`src/hw/rtl/ftd_pkg.sv`:
```
// ----------------------------------------------------------------------------
// FAT table decoder package
// Shared types, codes and constants for the allocation table decoder.
// ----------------------------------------------------------------------------
package ftd_pkg;

  // Default width of the internal cluster counters.
  localparam int unsigned CLUSTER_INDEX_BITS_DEF = 28;

  // Fixed field widths of the result items.
  localparam int unsigned ClusterW  = 28;
  localparam int unsigned EntryW    = 32;
  localparam int unsigned LengthW   = 29;

  // Header bytes and entry constants.
  localparam logic [7:0]  HdrFill     = 8'hff;
  localparam logic [7:0]  HdrDirty16  = 8'h7f;
  localparam logic [7:0]  HdrDirty32  = 8'h07;
  localparam logic [7:0]  HdrNibble   = 8'h0f;
  localparam logic [31:0] Mask12      = 32'h0000_0fff;
  localparam logic [31:0] Mask16      = 32'h0000_ffff;
  localparam logic [31:0] Mask32      = 32'h0fff_ffff;
  localparam logic [31:0] ReservedMin = 32'hffff_fff6;
  localparam logic [3:0]  HdrLen12    = 4'd3;
  localparam logic [3:0]  HdrLen16    = 4'd4;
  localparam logic [3:0]  HdrLen32    = 4'd8;

  typedef enum logic [1:0] {
    FAT12 = 2'd0,
    FAT16 = 2'd1,
    FAT32 = 2'd2
  } fat_kind_e;

  typedef enum logic [1:0] {
    RK_ENTRY = 2'd0,
    RK_RUN   = 2'd1,
    RK_FINAL = 2'd2
  } result_kind_e;

  typedef enum logic [1:0] {
    ST_OK        = 2'd0,
    ST_NOT_CLEAN = 2'd1,
    ST_BAD_SIG   = 2'd2,
    ST_SHORT     = 2'd3
  } status_e;

  typedef enum logic [1:0] {
    REG_FAT_TYPE      = 2'd0,
    REG_MEDIA_BYTE    = 2'd1,
    REG_CLUSTER_COUNT = 2'd2
  } reg_index_e;

  // Slots of one step bundle, in the order they are delivered.
  localparam int unsigned SlotEntry = 0;
  localparam int unsigned SlotRun   = 1;
  localparam int unsigned SlotFinal = 2;

  typedef struct packed {
    logic [1:0]  fat_type;
    logic [7:0]  media_byte;
    logic [28:0] cluster_count;
  } cfg_t;

  // All results produced by one table byte.
  typedef struct packed {
    logic [2:0]          present;
    logic [ClusterW-1:0] cluster;
    logic [EntryW-1:0]   entry_value;
    logic [ClusterW-1:0] run_start;
    logic [LengthW-1:0]  run_length;
    status_e             status;
    logic [LengthW-1:0]  free_count;
  } step_t;

endpackage

```
`src/hw/rtl/fat_table_decoder_free_runs.sv`:
```
// An accepted byte's results are registered into the queue behind earlier bundles.
// Throughput: one table byte per cycle while the two-bundle result queue has room;
// a byte that yields results (1 to 3 of them) holds a queue slot until all are taken.
// Configuration writes are taken in any cycle, with no wait.
// Reset (rst_ni low, asynchronous) restores register defaults FAT16, media 0xf8,
// cluster count 2, and clears the stream state and the result queue.
// ----------------------------------------------------------------------------
// FAT allocation table decoder
// Checks the table signature, decodes entries and reports free-cluster runs.
// ----------------------------------------------------------------------------
module fat_table_decoder_free_runs
  import ftd_pkg::*;
#(
  parameter int unsigned CLUSTER_INDEX_BITS = CLUSTER_INDEX_BITS_DEF
) (
  input  logic        clk_i,
  input  logic        rst_ni,
  input  logic        cfg_valid_i,
  output logic        cfg_ready_o,
  input  logic [1:0]  cfg_index_i,
  input  logic [28:0] cfg_data_i,
  input  logic        in_valid_i,
  output logic        in_ready_o,
  input  logic [7:0]  data_byte_i,
  input  logic        end_of_table_i,
  output logic        out_valid_o,
  input  logic        out_ready_i,
  output logic [1:0]  result_kind_o,
  output logic [27:0] cluster_o,
  output logic [31:0] entry_value_o,
  output logic [27:0] run_start_o,
  output logic [28:0] run_length_o,
  output logic [1:0]  status_o,
  output logic [28:0] free_count_o,
  output logic        last_o
);

  cfg_t  cfg_q;
  logic  accept;
  logic  push;
  logic  space;
  step_t step;

  assign cfg_ready_o = 1'b1;
  assign in_ready_o  = space;
  assign accept      = in_valid_i && space;

  always_ff @(posedge clk_i or negedge rst_ni) begin
    if (!rst_ni) begin
      cfg_q.fat_type      <= FAT16;
      cfg_q.media_byte    <= 8'd248;
      cfg_q.cluster_count <= 29'd2;
    end else if (cfg_valid_i) begin
      case (cfg_index_i)
        REG_FAT_TYPE:      cfg_q.fat_type      <= cfg_data_i[1:0];
        REG_MEDIA_BYTE:    cfg_q.media_byte    <= cfg_data_i[7:0];
        REG_CLUSTER_COUNT: cfg_q.cluster_count <= cfg_data_i;
        default: ;
      endcase
    end
  end

  ftd_decode #(
    .CLUSTER_INDEX_BITS(CLUSTER_INDEX_BITS)
  ) u_decode (
    .clk_i          (clk_i),
    .rst_ni         (rst_ni),
    .cfg_i          (cfg_q),
    .accept_i       (accept),
    .data_byte_i    (data_byte_i),
    .end_of_table_i (end_of_table_i),
    .step_o         (step),
    .push_o         (push)
  );

  ftd_outbuf u_outbuf (
    .clk_i         (clk_i),
    .rst_ni        (rst_ni),
    .push_i        (push),
    .step_i        (step),
    .space_o       (space),
    .out_valid_o   (out_valid_o),
    .out_ready_i   (out_ready_i),
    .result_kind_o (result_kind_o),
    .cluster_o     (cluster_o),
    .entry_value_o (entry_value_o),
    .run_start_o   (run_start_o),
    .run_length_o  (run_length_o),
    .status_o      (status_o),
    .free_count_o  (free_count_o),
    .last_o        (last_o)
  );

endmodule

```
`src/hw/rtl/ftd_decode.sv`:
```
// ----------------------------------------------------------------------------
// FAT table decoder: byte decode stage
// Header check, entry assembly, free-run tracking and end-of-table status,
// producing the bundle of results for each accepted byte.
// ----------------------------------------------------------------------------
module ftd_decode
  import ftd_pkg::*;
#(
  parameter int unsigned CLUSTER_INDEX_BITS = CLUSTER_INDEX_BITS_DEF
) (
  input  logic       clk_i,
  input  logic       rst_ni,
  input  cfg_t       cfg_i,
  input  logic       accept_i,
  input  logic [7:0] data_byte_i,
  input  logic       end_of_table_i,
  output step_t      step_o,
  output logic       push_o
);

  localparam int unsigned CiW = CLUSTER_INDEX_BITS;
  localparam logic [CiW-1:0] IndexCap = '1;
  localparam logic [CiW-1:0] FirstCluster = CiW'(2);

  logic [3:0]     hpos_q, hpos_d;
  logic [1:0]     phase_q, phase_d;
  logic [23:0]    part_q, part_d;
  logic [CiW-1:0] cidx_q, cidx_d;
  logic [CiW-1:0] run_q, run_d;
  logic [CiW-1:0] free_q, free_d;
  status_e        err_q, err_d;
  logic           clean_q, clean_d;
  logic           dirty_q, dirty_d;

  fat_kind_e      fat;
  logic [3:0]     hlen;
  logic [CiW-1:0] limit;
  logic           hdr_byte;
  logic           hc, hd;
  logic           take;
  logic [31:0]    raw, mask, ent;
  step_t          step;

  always_comb begin
    case (cfg_i.fat_type)
      FAT16:   fat = FAT16;
      FAT32:   fat = FAT32;
      default: fat = FAT12;
    endcase
    case (fat)
      FAT16:   begin hlen = HdrLen16; mask = Mask16; end
      FAT32:   begin hlen = HdrLen32; mask = Mask32; end
      default: begin hlen = HdrLen12; mask = Mask12; end
    endcase
    if (cfg_i.cluster_count < LengthW'(IndexCap)) begin
      limit = cfg_i.cluster_count[CiW-1:0];
    end else begin
      limit = IndexCap;
    end
  end

  // Per-byte header match against the clean and the dirty-shutdown patterns.
  always_comb begin
    if (hpos_q == 4'd0) begin
      hc = (data_byte_i == cfg_i.media_byte);
      hd = hc;
    end else if (hpos_q <= 4'd2) begin
      hc = (data_byte_i == HdrFill);
      hd = hc;
    end else if (fat == FAT16) begin
      hc = (data_byte_i == HdrFill);
      hd = (data_byte_i == HdrDirty16);
    end else if (hpos_q == 4'd3) begin
      hc = ((data_byte_i & HdrNibble) == HdrNibble);
      hd = (data_byte_i == HdrNibble);
    end else if (hpos_q <= 4'd6) begin
      hc = (data_byte_i == HdrFill);
      hd = hc;
    end else begin
      hc = ((data_byte_i & HdrNibble) == HdrNibble);
      hd = (data_byte_i == HdrDirty32);
    end
  end

  always_comb begin
    hpos_d   = hpos_q;
    phase_d  = phase_q;
    part_d   = part_q;
    cidx_d   = cidx_q;
    run_d    = run_q;
    free_d   = free_q;
    err_d    = err_q;
    clean_d  = clean_q;
    dirty_d  = dirty_q;
    step     = '0;
    hdr_byte = 1'b0;
    take     = 1'b0;
    raw      = '0;
    ent      = '0;

    if (err_q == ST_OK) begin
      if (hpos_q < hlen) begin
        hdr_byte = 1'b1;
        clean_d  = clean_q & hc;
        dirty_d  = dirty_q & hd;
        hpos_d   = hpos_q + 4'd1;
      end
      if (hpos_d >= hlen && !clean_d) begin
        err_d = (dirty_d && fat != FAT12) ? ST_NOT_CLEAN : ST_BAD_SIG;
      end else if (!hdr_byte && cidx_q < limit) begin
        case (fat)
          FAT32: begin
            phase_d = phase_q + 2'd1;
            case (phase_q)
              2'd0: part_d = part_q | {16'd0, data_byte_i};
              2'd1: part_d = part_q | {8'd0, data_byte_i, 8'd0};
              2'd2: part_d = part_q | {data_byte_i, 16'd0};
              default: begin
                take    = 1'b1;
                raw     = {data_byte_i, part_q};
                phase_d = 2'd0;
                part_d  = '0;
              end
            endcase
          end
          FAT16: begin
            if (phase_q >= 2'd1) begin
              take    = 1'b1;
              raw     = {16'd0, data_byte_i, part_q[7:0]};
              phase_d = 2'd0;
              part_d  = '0;
            end else begin
              part_d  = {16'd0, data_byte_i};
              phase_d = 2'd1;
            end
          end
          default: begin
            // Two 12-bit entries share three bytes; the middle byte is split.
            case (phase_q)
              2'd0: begin
                part_d  = {16'd0, data_byte_i};
                phase_d = 2'd1;
              end
              2'd1: begin
                part_d  = {8'd0, data_byte_i, part_q[7:0]};
                phase_d = 2'd2;
                take    = 1'b1;
                raw     = {20'd0, data_byte_i[3:0], part_q[7:0]};
              end
              default: begin
                phase_d = 2'd0;
                part_d  = '0;
                take    = 1'b1;
                raw     = {20'd0, data_byte_i, part_q[15:12]};
              end
            endcase
          end
        endcase
      end
    end

    if (take) begin
      ent = raw & mask;
      if (ent >= (ReservedMin & mask)) begin
        ent = ent | ~mask;
      end
      step.present[SlotEntry] = 1'b1;
      step.cluster            = ClusterW'(cidx_q);
      step.entry_value        = ent;
      if (ent == '0) begin
        if (run_q == '0) begin
          run_d = cidx_q;
        end
        free_d = free_q + CiW'(1);
      end else if (run_q != '0) begin
        step.present[SlotRun] = 1'b1;
        step.run_start        = ClusterW'(run_q);
        step.run_length       = LengthW'(cidx_q - run_q);
        run_d                 = '0;
      end
      cidx_d = cidx_q + CiW'(1);
    end

    if (end_of_table_i) begin
      if (run_d != '0) begin
        step.present[SlotRun] = 1'b1;
        step.run_start        = ClusterW'(run_d);
        step.run_length       = LengthW'(cidx_d - run_d);
      end
      step.present[SlotFinal] = 1'b1;
      step.free_count         = LengthW'(free_d);
      if (err_d != ST_OK) begin
        step.status = err_d;
      end else if (hpos_d < hlen || cidx_d < limit) begin
        step.status = ST_SHORT;
      end else begin
        step.status = ST_OK;
      end
      hpos_d  = '0;
      phase_d = '0;
      part_d  = '0;
      cidx_d  = FirstCluster;
      run_d   = '0;
      free_d  = '0;
      err_d   = ST_OK;
      clean_d = 1'b1;
      dirty_d = 1'b1;
    end
  end

  always_ff @(posedge clk_i or negedge rst_ni) begin
    if (!rst_ni) begin
      hpos_q  <= '0;
      phase_q <= '0;
      part_q  <= '0;
      cidx_q  <= FirstCluster;
      run_q   <= '0;
      free_q  <= '0;
      err_q   <= ST_OK;
      clean_q <= 1'b1;
      dirty_q <= 1'b1;
    end else if (accept_i) begin
      hpos_q  <= hpos_d;
      phase_q <= phase_d;
      part_q  <= part_d;
      cidx_q  <= cidx_d;
      run_q   <= run_d;
      free_q  <= free_d;
      err_q   <= err_d;
      clean_q <= clean_d;
      dirty_q <= dirty_d;
    end
  end

  assign step_o = step;
  assign push_o = accept_i && (step.present != '0);

  a_cidx_floor: assert property (@(posedge clk_i) disable iff (!rst_ni)
    cidx_q >= FirstCluster)
    else $error("cluster index fell below the first data cluster");

  a_run_behind: assert property (@(posedge clk_i) disable iff (!rst_ni)
    (run_q != '0) |-> (run_q < cidx_q))
    else $error("open free run does not lie behind the cluster index");

  a_free_bound: assert property (@(posedge clk_i) disable iff (!rst_ni)
    free_q <= (cidx_q - FirstCluster))
    else $error("free count exceeds the clusters decoded");

endmodule

```
`src/hw/rtl/ftd_outbuf.sv`:
```
// ----------------------------------------------------------------------------
// FAT table decoder: result queue
// Two-deep queue of per-byte bundles, delivered one result per cycle while out_ready_i is high.
// ----------------------------------------------------------------------------
module ftd_outbuf
  import ftd_pkg::*;
(
  input  logic        clk_i,
  input  logic        rst_ni,
  input  logic        push_i,
  input  step_t       step_i,
  output logic        space_o,
  output logic        out_valid_o,
  input  logic        out_ready_i,
  output logic [1:0]  result_kind_o,
  output logic [27:0] cluster_o,
  output logic [31:0] entry_value_o,
  output logic [27:0] run_start_o,
  output logic [28:0] run_length_o,
  output logic [1:0]  status_o,
  output logic [28:0] free_count_o,
  output logic        last_o
);

  step_t      mem [2];
  logic       wr_q, rd_q;
  logic [1:0] count_q, count_d;
  logic [2:0] sent_q;
  step_t      head;
  logic [2:0] pending, cur, rest;
  logic       pop, head_done;

  assign head    = mem[rd_q];
  assign pending = (count_q != 2'd0) ? (head.present & ~sent_q) : 3'b000;

  always_comb begin
    cur           = 3'b000;
    result_kind_o = RK_ENTRY;
    cluster_o     = '0;
    entry_value_o = '0;
    run_start_o   = '0;
    run_length_o  = '0;
    status_o      = ST_OK;
    free_count_o  = '0;
    if (pending[SlotEntry]) begin
      cur[SlotEntry] = 1'b1;
      result_kind_o  = RK_ENTRY;
      cluster_o      = head.cluster;
      entry_value_o  = head.entry_value;
    end else if (pending[SlotRun]) begin
      cur[SlotRun]  = 1'b1;
      result_kind_o = RK_RUN;
      run_start_o   = head.run_start;
      run_length_o  = head.run_length;
    end else if (pending[SlotFinal]) begin
      cur[SlotFinal] = 1'b1;
      result_kind_o  = RK_FINAL;
      status_o       = head.status;
      free_count_o   = head.free_count;
    end
  end

  assign rest        = pending & ~cur;
  assign last_o      = (rest == 3'b000);
  assign out_valid_o = (pending != 3'b000);
  assign pop         = out_valid_o && out_ready_i;
  assign head_done   = pop && last_o;
  assign space_o     = (count_q != 2'd2);

  always_comb begin
    count_d = count_q;
    if (push_i && !head_done) begin
      count_d = count_q + 2'd1;
    end else if (!push_i && head_done) begin
      count_d = count_q - 2'd1;
    end
  end

  always_ff @(posedge clk_i) begin
    if (push_i) begin
      mem[wr_q] <= step_i;
    end
  end

  always_ff @(posedge clk_i or negedge rst_ni) begin
    if (!rst_ni) begin
      wr_q    <= 1'b0;
      rd_q    <= 1'b0;
      count_q <= '0;
      sent_q  <= '0;
    end else begin
      count_q <= count_d;
      if (push_i) begin
        wr_q <= ~wr_q;
      end
      if (head_done) begin
        rd_q   <= ~rd_q;
        sent_q <= '0;
      end else if (pop) begin
        sent_q <= sent_q | cur;
      end
    end
  end

  a_count_bound: assert property (@(posedge clk_i) disable iff (!rst_ni)
    count_q <= 2'd2)
    else $error("result queue holds more than two bundles");

  a_no_push_full: assert property (@(posedge clk_i) disable iff (!rst_ni)
    push_i |-> (count_q != 2'd2))
    else $error("bundle pushed into a full result queue");

  a_one_result: assert property (@(posedge clk_i) disable iff (!rst_ni)
    out_valid_o |-> $onehot(cur))
    else $error("more than one result selected for delivery");

  a_grow: assert property (@(posedge clk_i) disable iff (!rst_ni)
    (push_i && !head_done) |=> (count_q == $past(count_q) + 2'd1))
    else $error("queue fill did not follow a push");

endmodule

```
`config.mk`:
```
export PLATFORM = sky130hd
export DESIGN_NAME = fat_table_decoder_free_runs
export DESIGN_NICKNAME = d
export VERILOG_FILES = /design/src/hw/rtl/ftd_pkg.sv /design/src/hw/rtl/fat_table_decoder_free_runs.sv /design/src/hw/rtl/ftd_decode.sv /design/src/hw/rtl/ftd_outbuf.sv
export SDC_FILE = /design/constraint.sdc
export NUM_CORES = 1
export LEC_CHECK = 0
export BUFFER_PORTS_ARGS = -buffer_cell sky130_fd_sc_hd__buf_2
export CAP_MARGIN = 20
export CORE_MARGIN = 3
export CORE_UTILIZATION = 51
export CTS_CLUSTER_SIZE = 25
export DETAILED_ROUTE_END_ITERATION = 6
export PLACE_DENSITY = 0.73
export SLEW_MARGIN = 10
export SYNTH_ARGS = -nofsm -noshare
export SYNTH_HDL_FRONTEND = slang
export SYNTH_SLANG_ARGS = --single-unit
```
`constraint.sdc`:
```
create_clock -name clk_i -period 14.4 [get_ports clk_i]
set_clock_uncertainty 0.2 [all_clocks]
set_input_delay 2.88 -clock clk_i [delete_from_list [all_inputs] [get_ports clk_i]]
set_output_delay 2.88 -clock clk_i [all_outputs]
set_load 0.02 [all_outputs]
```
==> results of run 1 <==
[metal layers]
| metal | vias up | routed length [um] |
|---|---|---|
| met5 | - | 0 |
| met4 | 0 | 2552 |
| met3 | 155 | 4638 |
| met2 | 736 | 32810 |
| met1 | 9562 | 29060 |
| li1 | 9260 | - |
[critical path: cells and delay by family, from the launching register on]
family                   cells  cell delay [ns]
buffers and inverters        4             1.18
flip-flops                   1             0.55
AO/OA/AOI/OAI               12             3.67
AND/OR/NAND/NOR              8             1.86
adder cells (fa/ha/maj)      4             1.21
XOR/XNOR                     2             0.34
[registers in the layout, summed over array words and instances (netlist names)]
name,flops
cfg_q,39
u_decode.free_q,28
u_outbuf.mem,294
u_decode.run_q,28
u_outbuf.rd_q,1
u_decode.part_q,24
u_decode.hpos_q,4
u_outbuf.sent_q,3
u_decode.dirty_q,1
u_decode.phase_q,2
u_decode.clean_q,1
u_decode.cidx_q,28
u_decode.err_q,2
u_outbuf.wr_q,1
u_outbuf.count_q,2
[stage by stage]
step           power, mW  setup slack, ns
2_1_floorplan      2.895            2.895
3_3_place_gp       3.345            5.413
3_5_place_dp       3.373            5.275
4_1_cts            4.684            5.194
5_1_grt            4.900            4.392
6_report           4.663            5.055
[power by group through the flow]
| stage | clock, mW | sequential (mW) | combinational (mW) |
|---|---|---|---|
| floorplan | 0 | 1.74 | 1.16 |
| global placement | 0 | 1.80 | 1.55 |
| detailed placement | 0 | 1.80 | 1.57 |
| CTS | 1.33 | 1.78 | 1.58 |
| global route | 1.38 | 1.80 | 1.72 |
| finish | 1.31 | 1.78 | 1.57 |
[cell usage in the layout, fill, tap and decap left out, types with 35 or more instances in the layout]
cell	synthesis	final
xor2_1	39	39
inv_1	88	88
ha_1	128	128
a22o_1	46	46
a21oi_1	120	120
buf_2	12	195
nor2_1	322	321
dfrtp_1	154	153
o22ai_1	64	64
mux2_2	38	38
clkbuf_16	0	50
mux2i_1	175	175
and2_1	42	41
nand2_1	159	156
o21ai_0	104	104
nor3_1	36	35
xnor2_1	84	84
edfxtp_1	294	294
[area by class of cell]
type,instances,area [um2]
fill,4267,21190
inverter,88,330.3
clock inverter,29,356.6
timing repair buffer,224,1201
tap,672,840.8
multi-input combinational,1765,12080
sequential,458,12950
clock buffer,61,1323
[kinds of logic after synthesis]
family                   count (synthesis)
flip-flops                             458
AND/OR/NAND/NOR                        752
adder cells (fa/ha/maj)                133
AO/OA/AOI/OAI                          542
XOR/XNOR                               123
multiplexers                           213
other                                    2
buffers and inverters                  242
[final timing paths]
check	end	start	slack [ns]	cells past startpoint
worst min-delay path	u_outbuf.count_q[1]	u_outbuf.count_q[1]	0.29	1
worst min register to register	u_outbuf.count_q[1]	u_outbuf.count_q[1]	0.29	1
worst max-delay path	u_outbuf.mem[0][58]	cfg_q[37]	5.06	30
worst max register to register	u_outbuf.mem[0][58]	cfg_q[37]	5.06	30
max in group asynchronous	u_outbuf.rd_q	rst_ni	10.18	2
min in group asynchronous	u_decode.part_q[17]	rst_ni	2.18	1
==> reports/qor.yml, run 1 <==
antenna_left: 0
synth_fa_ha_area_frac: 0.06436
fin_area_mm2: 0.02908
synth_top_family_by_area: "compound AO/OA/AOI/OAI gates"
first_pass_iters: 6
clockBufferDepth: 3
post_cts_buffers: 0
grt_overflow: 0
finalHoldViolations: 0
min_period_over_period: 0.6490
yosysMostFrequentCell: "nor2_1"
syn_area_mm2: 0.02597
avgSynthCellArea_um2: 10.54
timing.setup.tns_ns: 0
drt-initial-drc-count: 1889
yosysWarningCount: 0
nets: 2760
yosys.cell_types.count: 85
grt_max_degree: 92
synth_edf_count: 294
routed_via_density: 5.979
globalplace.congestion: 0.9458
antennaDiodeCount: 0
cts_buffers: 48
synth_xor_area_frac: 0.04148
hold_ws_ns: 0.2945
track_usage: 0.2536
gr-usage-met1: 0.3412
num_vias: 19713
fin_cells: 3297
ctsResizeCount: 0
drt_wl_total_um: 69060
endpoint_kind: "flip-flop"
dp_hpwl_um: 48770
setup_viol_count_final: 0
synth_seq_cells: 458
drc: 0
dieWidth_um: 231.7
clock-sinks: 458
synthCells: 2465
fmaxAchievable_mhz: 107.0
status: "finished, final reports clean"
cp-start-kind: "flip-flop"
crit_path_max_incr_delay_ns: 0.69
crit_slowest_cell: "o41ai_1"
htree_levels: 2
port_buffers: 196
grt_pass1_vias: 19263
syn2layout_area_growth_pct: 11.97
grt_pass1_wl_um: 107300
sw_frac_of_total: 0.3705
core_mm2: 0.05027
critPathMostFrequentCell: "ha_1"
antenna_found_initial: 1
crit_required_ns: 14.50
syn_nets: 2640
slew_violations: 0
io_pins: 199
postLayoutCoreUtil: 0.5785
cap_violations: 0
rsz0062_at_grt: "no"
synthTopCellsByArea: "edfxtp_1, dfrtp_1, mux2i_1"
yosys.area_share.simple: 0.1361
rows: 82
cts_tree: "yes"
yosysTopAreaCellShare: 0.3399
start_util: 0.5167
placed_area_mm2: 0.02739
yosys.area.top_type: "edfxtp_1"
path_class: "reg -> reg"
critPathMaxFanout: 76
p_leak_nw: 11.98
synth_commonest_cells: "nor2_1, edfxtp_1, mux2i_1, nand2_1, dfrtp_1"
root_buffer: "clkbuf_16"
relSlewSlack: 0.2584
route.detailed.wl_per_inst_um: 20.95
use_met3: 0.04757
synth.mux.area_fraction: 0.08392
period_needed_ns: 9.345
critPathArrivalTime_ns: 9.44
ys_async_sr_fraction: 0.3581
use_met2: 0.4123
holdBufCountCts: 0
p_int_mw: 2.935
path_clk_slew_ns: 0.07
die-area_mm2: 0.05367
pwr-share-clk: 0.280
fp.dieH_um: 231.7
insertion_delay_ns: 0.61
hold_path_class: "reg -> reg"
dp.cells: 3206
synth_compound_area_frac: 0.1376
vdd_ir_drop_max_mv: 0.1340
comb_power_share: 0.337
drive_above_1_share: 0.1478
p_seq_frac: 0.382
powerDensity_mw_per_mm2: 160.3
ys.flop_type: "edfxtp_1"
busiest_layer: "met2"
synth_seq_area_share: 0.4984
worst_slew_pin_slew_ns: 1.112
switchingPower_mw: 1.728
Power figures use the tool's default switching activity.
==> run 2, diff against run 1 <==
--- a/config.mk
+++ b/config.mk
@@ -5,6 +5,7 @@
 export SDC_FILE = /design/constraint.sdc
 export NUM_CORES = 1
 export LEC_CHECK = 0
+export ABC_AREA = 1
 export BUFFER_PORTS_ARGS = -buffer_cell sky130_fd_sc_hd__buf_2
 export CAP_MARGIN = 20
 export CORE_MARGIN = 3
==> constraint.sdc (replaced) <==
create_clock -name clk_i -period 9.6 [get_ports clk_i]
set_clock_uncertainty 0.2 [all_clocks]
set_input_delay 1.92 -clock clk_i [delete_from_list [all_inputs] [get_ports clk_i]]
set_output_delay 1.92 -clock clk_i [all_outputs]
set_load 0.02 [all_outputs]
==> run 2 against run 1 <==
- utilization grew 0.70 points
- wire length grew 15%
- sequential share of layout area shrank 0.89 points
- total power grew 61%
- fmax grew 6.9%
- flip-flop and latch count is the same
- clock-buffer cell count shrank 2
- largest power group is now combinational cells
==> reports/qor.yml, run 2 <==
yosysTopAreaCellShare: 0.3340  # -0.005921
period_needed_ns: 8.744  # -0.6005 ns
synthTopCellsByArea: "edfxtp_1, dfrtp_1, nand2_1"
synth_seq_cells: 458  # unchanged
synth_seq_area_share: 0.4897  # -0.008681
synth_edf_count: 294  # unchanged
final-seq-area_mm2: 0.01295  # unchanged
antenna_left: 0  # unchanged
num_vias: 22685  # +15%
grt_overflow: 0  # unchanged
ys.flop_type: "edfxtp_1"
yosysMostFrequentCell: "nand2_1"
min_period_over_period: 0.9109  # +0.2619
clockBufferDepth: 3  # unchanged
port_buffers: 196  # unchanged
drc: 0  # unchanged
path_class: "reg -> reg"
hold_path_class: "reg -> reg"
finalHoldViolations: 0  # unchanged
timing.setup.tns_ns: 0  # unchanged
drt_wl_total_um: 79250  # +15%
critPathArrivalTime_ns: 8.98  # -0.46 ns
path_clk_slew_ns: 0.06  # about the same
status: "finished, final reports clean"
dp.cells: 3767  # +17%
cts_tree: "yes"
route.detailed.wl_per_inst_um: 20.51  # -2.1%
p_leak_nw: 12.65  # +5.5%
slew_violations: 0  # unchanged
powerDensity_mw_per_mm2: 252.6  # +58%
relSlewSlack: 0.2772  # +0.01878
insertion_delay_ns: 0.60  # about the same
critPathMaxFanout: 22  # -71%
drt-initial-drc-count: 2570  # +36%
avgSynthCellArea_um2: 8.811  # -16%
largest_reg_flops: 294  # unchanged
vdd_ir_drop_max_mv: 0.1439  # +7.4%
synth_commonest_cells: "nand2_1, edfxtp_1, a21oi_1, inv_1, nor2_1"
antenna_found_initial: 1  # unchanged
holdBufCountCts: 0  # unchanged
layout_commonest_cell: "nand2_1"
grt_pass1_wl_um: 123300  # +15%
cap_violations: 0  # unchanged
syn_nets: 3175  # +20%
multi_input_area_mm2: 0.01182  # -2.1%
drive_above_1_share: 0.1363  # -0.01149
ys_async_sr_fraction: 0.3581  # unchanged
final_cell_mix: "nand2_1, edfxtp_1, a21oi_1"
dp_hpwl_um: 56930  # +17%
core_mm2: 0.05068  # +0.82%
fin_ws_ns: 0.8556  # -4.199 ns
regMostFlops: "u_outbuf.mem"
io_pins: 199  # unchanged
crit_required_ns: 9.84  # -4.66 ns
cts_buffers: 48  # unchanged
place_ws_ns: 0.5750  # -4.700 ns
yosys.cell_types.count: 67  # -21%
worst_slew_pin_slew_ns: 1.082  # -0.03059 ns
cp-start-kind: "flip-flop"
fmaxAchievable_mhz: 114.4  # +6.9%
fin_cells: 3864  # +17%
postLayoutCoreUtil: 0.5855  # +0.007017
syn2layout_area_growth_pct: 12.26
dieWidth_um: 233.7  # +0.86%
routed_via_density: 5.871  # -1.8%
track_usage: 0.2891  # +0.03548
fp.dieH_um: 233.7  # +0.86%
yosysWarningCount: 0  # unchanged
crit_slowest_cell: "dfstp_2"
globalplace.congestion: 0.9714  # +2.7%
crit_path_max_incr_delay_ns: 0.56  # -0.13 ns
rsz0062_at_grt: "no"
setup_viol_count_final: 0  # unchanged
top_regs: "u_outbuf.mem: 294 flops, cfg_q: 39 flops"
nets: 3326  # +21%
critPathMostFrequentCell: "nand2_1"
first_pass_iters: 6  # unchanged
endpoint_kind: "flip-flop"
die-area_mm2: 0.05460  # +1.7%
yosys.area.top_type: "edfxtp_1"
root_buffer: "clkbuf_16"
htree_levels: 2  # unchanged
rows: 82  # unchanged
start_util: 0.5216  # +0.004901
grt_pass1_vias: 21521  # +12%
grt_max_degree: 92  # unchanged
final.fill_count: 4408  # +3.3%
syn_area_mm2: 0.02643  # +1.8%
clock-sinks: 458  # unchanged
synthCells: 3000  # +22%
[run 2: cell types whose count changed in the layout (fill, tap and decap cells not counted), moves of 40 or more]
cell / change
o21ai_0: +76
a21oi_1: +167
xnor2_1: -56
inv_1: +191
mux2i_1: -174
nand3_1: +40
nand2_1: +554
nor2_1: -77
a22o_1: -46
xor2_1: +40
and2_1: -40
[run 2: worst max-delay path, delay by kind of cell (launching register included)]
family,cells,cell delay [ns]
adders and majority gates,4,1.15
AOI/OAI and AO/OA,16,3.32
buffers and inverters,6,0.50
xor gates and xnor gates,2,0.33
and+or+nand+nor,21,2.47
DFF,1,0.56
[run 2: logic make-up (layout without fill, tap and decap cells)]
kind of cell	count (synthesis)	count (layout)	share of synthesized area
simple gates	1201	1201	0.1942
compound gates	658	658	0.1459
flops	458	458	0.4897
buf+inv	425	616	0.06437
fa+ha+maj	130	130	0.06210
xor+xnor	107	107	0.03545
mux	19	19	0.008046
other cells	2	3	0.0002841
[run 2: routing by layer]
layer,GRT usage,wire length [um],up-vias
met3,0.05512,7242,157
met1,0.4232,34310,10927
met4,0.08416,2288,0
met2,0.4382,35410,1065
li1,-,-,10536
met5,0,0,-
[run 2: final timing paths]
kind	start	endpoint	slack [ns]	cells past startpoint
hold reg to reg	u_decode.clean_q	u_decode.clean_q	0.31	2
setup / recovery	cfg_q[37]	u_outbuf.mem[0][58]	0.86	49
hold / removal	u_decode.clean_q	u_decode.clean_q	0.31	2
setup reg to reg	cfg_q[37]	u_outbuf.mem[0][58]	0.86	49
max in group asynchronous	rst_ni	u_outbuf.rd_q	6.67	3
min in group asynchronous	rst_ni	u_decode.part_q[5]	1.20	1
[run 2: stage by stage]
step                cell area [um2]  hold WS, ns  power [mW]
floorplan                     26440       0.2677       4.653
global placement              27980       0.2857       5.512
detailed placement            27980       0.2937       5.558
CTS                           29590       0.3094       7.465
global route                  29670       0.3239       7.915
finish                        29670       0.3062       7.495
[run 2: layout make-up]
cell class                 instances  share of cell area
clock buffer                      59             0.04326
clock inverter                    31             0.01096
multi-input combinational       2117              0.3984
tap                              672             0.02833
sequential                       458              0.4364
antenna                            1          0.00008433
inverter                         290             0.03698
timing repair buffer             236             0.04558
[run 2: where the power goes]
group | internal (mW) | total, mW | leakage, nW | switching [mW]
combinational | 0.799 | 2.98 | 6.95 | 2.18
clock | 1.10 | 1.91 | 0.772 | 0.811
sequential | 2.44 | 2.61 | 4.93 | 0.165
total | 4.33 | 7.49 | 12.6 | 3.16
[run 2: what timing repair did]
| action | CTS | global route |
|---|---|---|
| gates resized for setup | 0 | 2 |
| setup endpoints to repair | 0 | 2 |
| setup buffers | 0 | 3 |
